===== src/rtl/tiny_cpu_execute_top_assert.svh =====
// assertion macros for the tiny cpu execute block
// used by tiny_cpu_execute_top; no other dependencies
`ifndef TINY_CPU_EXECUTE_TOP_ASSERT_SVH
`define TINY_CPU_EXECUTE_TOP_ASSERT_SVH
`ifndef SYNTH
// same-cycle implication, checked out of reset
`define TCE_ASSERT_IMP(label, ante, cons) \
  label: assert property (@(posedge clk) disable iff (!rst_n) (ante) |-> (cons)) \
    else $error("tce assertion failed");
// next-cycle implication, checked out of reset
`define TCE_ASSERT_NXT(label, ante, cons) \
  label: assert property (@(posedge clk) disable iff (!rst_n) (ante) |=> (cons)) \
    else $error("tce assertion failed");
`else
`define TCE_ASSERT_IMP(label, ante, cons)
`define TCE_ASSERT_NXT(label, ante, cons)
`endif
`endif


===== src/rtl/tce_pkg.sv =====
// shared types and constants for the tiny cpu execute block
// used by tce_alu and tiny_cpu_execute_top
package tce_pkg;

  // data memory geometry
  localparam int DATA_WORDS = 256;
  localparam int DMEM_AW    = $clog2(DATA_WORDS);
  localparam logic [8:0] DATA_WORDS_W = 9'(DATA_WORDS);

  // instruction field positions
  localparam int OP_LSB = 11;

  // opcodes; codes 16 to 31 are no-ops
  typedef enum logic [4:0] {
    OP_MOV = 5'd0,
    OP_ADD = 5'd1,
    OP_SUB = 5'd2,
    OP_AND = 5'd3,
    OP_OR  = 5'd4,
    OP_SL  = 5'd5,
    OP_SR  = 5'd6,
    OP_SRA = 5'd7,
    OP_LDL = 5'd8,
    OP_LDH = 5'd9,
    OP_CMP = 5'd10,
    OP_JE  = 5'd11,
    OP_JMP = 5'd12,
    OP_LD  = 5'd13,
    OP_ST  = 5'd14,
    OP_HLT = 5'd15
  } op_t;

  // execute result handed from the alu to the write-back logic
  typedef struct packed {
    logic        wr;
    logic [15:0] val;
    logic        mw;
    logic        flag;
    logic [7:0]  pc;
    logic        halt;
  } exec_res_t;

endpackage


===== src/rtl/tce_alu.sv =====
// execute stage of the tiny cpu: decode, alu, branch and state update
// depends on tce_pkg
module tce_alu (
  input  logic [15:0]       instr,
  input  logic [15:0]       a,
  input  logic [15:0]       b,
  input  logic [15:0]       ld_data,
  input  logic              flag,
  input  logic [7:0]        pc,
  input  logic              halt,
  output tce_pkg::exec_res_t res
);

  logic [4:0] op;
  logic [7:0] imm;
  logic       in_range;

  assign op       = instr[15:tce_pkg::OP_LSB];
  assign imm      = instr[7:0];
  assign in_range = ({1'b0, imm} < tce_pkg::DATA_WORDS_W);

  // decode and execute one instruction
  always_comb begin
    res.wr   = 1'b0;
    res.val  = 16'h0000;
    res.mw   = 1'b0;
    res.flag = flag;
    res.pc   = pc;
    res.halt = halt;
    if (!halt) begin
      res.pc = pc + 8'd1;
      unique case (op)
        tce_pkg::OP_MOV: begin res.val = b; res.wr = 1'b1; end
        tce_pkg::OP_ADD: begin res.val = a + b; res.wr = 1'b1; end
        tce_pkg::OP_SUB: begin res.val = a - b; res.wr = 1'b1; end
        tce_pkg::OP_AND: begin res.val = a & b; res.wr = 1'b1; end
        tce_pkg::OP_OR:  begin res.val = a | b; res.wr = 1'b1; end
        tce_pkg::OP_SL:  begin res.val = {a[14:0], 1'b0}; res.wr = 1'b1; end
        tce_pkg::OP_SR:  begin res.val = {1'b0, a[15:1]}; res.wr = 1'b1; end
        tce_pkg::OP_SRA: begin res.val = {a[15], a[15:1]}; res.wr = 1'b1; end
        tce_pkg::OP_LDL: begin res.val = {a[15:8], imm}; res.wr = 1'b1; end
        tce_pkg::OP_LDH: begin res.val = {imm, a[7:0]}; res.wr = 1'b1; end
        tce_pkg::OP_CMP: res.flag = (a == b);
        tce_pkg::OP_JE: begin
          if (flag) res.pc = imm;
        end
        tce_pkg::OP_JMP: res.pc = imm;
        tce_pkg::OP_LD: begin
          res.val = in_range ? ld_data : 16'h0000;
          res.wr  = 1'b1;
        end
        tce_pkg::OP_ST:  res.mw = in_range;
        tce_pkg::OP_HLT: res.halt = 1'b1;
        default: ;
      endcase
    end
  end

endmodule


===== config.mk =====
export PLATFORM = sky130hd
export DESIGN_NAME = tce_alu
export DESIGN_NICKNAME = d
export VERILOG_FILES = /design/src/rtl/tiny_cpu_execute_top_assert.svh /design/src/rtl/tce_pkg.sv /design/src/rtl/tce_alu.sv
export SDC_FILE = /design/constraint.sdc
export NUM_CORES = 1
export LEC_CHECK = 0
export ABC_AREA = 1
export BUFFER_PORTS_ARGS = -buffer_cell sky130_fd_sc_hd__buf_2
export CAP_MARGIN = 30
export CORE_MARGIN = 5
export CORE_UTILIZATION = 60
export DETAILED_ROUTE_END_ITERATION = 8
export PLACE_DENSITY_LB_ADDON = 0.2
export SLEW_MARGIN = 20
export SYNTH_ARGS = -nofsm -noshare
export SYNTH_HDL_FRONTEND = slang
export SYNTH_SLANG_ARGS = --single-unit

===== constraint.sdc =====
create_clock -name vclk -period 6.6
set_input_delay 1.32 -clock vclk [all_inputs]
set_output_delay 1.32 -clock vclk [all_outputs]
set_load 0.05 [all_outputs]

==> impl_results.md <==
* Residual overflow from global routing at 0
* Sequential cell area at 0 sq um
* CLK BUF at 0
* Initial DRC Count at ~580
* Number of buffers inserted for hold repair after clock tree synthesis at 0
* Pin count of the biggest net entering global routing at 23
* Setup TNS at 0 ps
* Estimated wirelength of the detail-placed design at between 10000 and 15000 um
* First-pass iteration count of the detailed router at 5
* Critical Path End Type: primary output
* Width of the die at between 80 and 90 um
* Port Buffers at between 90 and 100
* Actual transition at the worst max-transition pin at about 900 ps
* Placement row count at 28
* Global-route wire length before repair at approximately 23000 um
* Instance area at placement at between 4000 and 5000 sq um
* Post-DR vias/cell at just under 6
* Slew headroom at 39.0%
* Initial core utilization at 62.6%
* Most used cells in the layout excluding fill and tap cells: 254 x sky130_fd_sc_hd__nand2_1, 138 x sky130_fd_sc_hd__inv_1, 99 x sky130_fd_sc_hd__buf_2, 86 x sky130_fd_sc_hd__nor2_1, 70 x sky130_fd_sc_hd__nand3_1
* Syn-to-layout area delta at 12.6%
* Number of distinct library cells after synthesis at 31
* Fin. max-slew vios at 0
* Number of inserted filler cells in the final layout at about 610
* Antenna Diode Count at 0
* Via count of the first global-routing pass at about 5000
* Final Net Count at between 900 and 1000
* I/O pin total at 102
* Residual DRC at 0
* Antenna violations before repair at 0
* Largest fanout of any net on the critical path at 12
* Chip height at about 89 um
* Number of buffers inserted by post-CTS setup repair at 0
* Post-layout power at approximately 0.00032 W
* Startpoint Class: input port
* Post-Synthesis Net Count at just under 900
* Leak Pwr at 2.64 nW
* Vias after detailed routing at 5406
* Crit Path Category: input port to primary output
* DRT antenna net count at 0
* Post-route fraction of the period consumed by the critical path at about three quarters
* Tot GR Track Use at 35.6%
* Setup repair after global routing missed its margin: false
* Arrival time of data at the critical path endpoint at between 3000 and 4000 ps
* Run status: finished clean
* Weighted congestion at the end of routability-driven global placement at around 1
* Count of endpoints failing hold in the final timing report at 0
* Beginning of the worst hold path: flag
* Placed cells at roughly 900
* Die area at approximately 8000 sq um
* Multi-input gate area in the final layout at between 3000 and 4000 sq um
* Worst-case hold path end point: res[9]
* Register area share after synthesis at 0%
* Cell area after synthesis at between 3000 and 4000 sq um
* Utilization of the core after routing at ~70%
* F_max at 207 MHz
* Worst vdd rail ir drop at 0.0000570 V
* Power density over the cells at between 70 and 80 nW/um^2
* Launch point of the critical path: instr[14]
* Most common library cell in the layout ignoring fill and taps: sky130_fd_sc_hd__nand2_1
* Ratio of cells with drive above 1 in the final layout at about an eighth
* Number of stages on the worst hold path at 4
* Total core area at roughly 6000 sq um
* Final critical-path required period at between 4000 and 5000 ps
* Mean cell area of the mapped netlist at slightly below 5 sq um
* Post-cts gate resize count at 0
* Setup-failing EPs final at 0
* Post-layout instance count excluding filler cells at roughly 900
* Final sequential cell count at 0
* Routed WL at between 10000 and 15000 um
* Required time reported for the critical path endpoint at around 5300 ps
* Number of synthesis warnings at 0
* Number of standard cells after synthesis at about 770
* MaxCap Viol Count at 0
* Wire length per cell at between 15 and 20 um
* Min-Delay Path Class: input port to primary output
* Area of all placed cells without fillers at between 4000 and 5000 sq um
-- layout make-up --
cell class | count | area share [%]
multi-input combinational | 604 | 73.8
inverter | 139 | 12.3
timing repair buffer | 99 | 11.7
tap | 75 | 2.21
-- report_power, final --
group / switching (W) / internal, W / leakage [nW] / total, W
Combinational: 0.000223 / 0.0000927 / 2.64 / 0.000316
Clock: 0 / 0 / 0 / 0
Sequential: 0 / 0 / 0 / 0
-- layer usage --
metal | up-vias | GRT usage (%) | wire (um)
met3 | 46 | 3.23 | 1910
met2 | 413 | 58.0 | 6140
li1 | 2563 | - | -
met5 | - | 0 | 0
met4 | 0 | 10.8 | 446
met1 | 2384 | 49.5 | 5750
-- through the flow --
step	hold slack [ps]	setup slack, ps
floorplan	2910	1960
global placement	3060	1940
detailed placement	3060	1900
CTS	3060	1890
global route	3080	1670
finish	3070	1770
-- cell families (layout without fill, tap and decap cells) --
logic type                 after synthesis  after routing  synth area share, %
xor gates and xnor gates                 4              4                0.929
adders and majority gates               54             54                 18.3
and+or+nand+nor                        440            440                 47.9
AOI/OAI and AO/OA                      106            106                 16.0
buffers and inverters                  163            238                 16.9
-- Yosys cell counts, types with 4 or more instances --
master / number / area share (%)
sky130_fd_sc_hd__nor2_2: 4 / 0.66
sky130_fd_sc_hd__a21oi_1: 37 / 4.9
sky130_fd_sc_hd__nor2_1: 86 / 8.6
sky130_fd_sc_hd__o22ai_1: 10 / 1.7
sky130_fd_sc_hd__inv_1: 138 / 14
sky130_fd_sc_hd__nand2_1: 254 / 25
sky130_fd_sc_hd__nand3_1: 70 / 9.3
sky130_fd_sc_hd__o221ai_1: 6 / 1.4
sky130_fd_sc_hd__nand4_1: 7 / 1.2
sky130_fd_sc_hd__clkbuf_1: 8 / 0.80
sky130_fd_sc_hd__buf_2: 14 / 1.9
sky130_fd_sc_hd__o21ai_0: 39 / 5.2
sky130_fd_sc_hd__o211ai_1: 6 / 1.2
sky130_fd_sc_hd__ha_1: 52 / 17
sky130_fd_sc_hd__nor3_1: 11 / 1.5
-- how the worst max path moves through the flow --
stage	cells after the start	slack, ps	endpoint
detailed placement	12	1900	res[16]
global route	15	1670	res[26]
global placement	13	1940	res[25]
floorplan	11	1960	res[16]
finish	13	1770	res[20]
CTS	12	1890	res[16]
-- critical path: stages --
cell and delay (ps):
sky130_fd_sc_hd__buf_2 120, sky130_fd_sc_hd__nor2_1 230, sky130_fd_sc_hd__nand3_1 530, sky130_fd_sc_hd__inv_1 420, sky130_fd_sc_hd__nand2_1 90, sky130_fd_sc_hd__o21ai_0 100
sky130_fd_sc_hd__nor2_1 70, sky130_fd_sc_hd__nand2_1 60, sky130_fd_sc_hd__nor2_1 50, sky130_fd_sc_hd__nand2_1 80, sky130_fd_sc_hd__nor2_1 40, sky130_fd_sc_hd__nor2_1 110
sky130_fd_sc_hd__buf_2 280
Power figures use the tool's default switching activity.
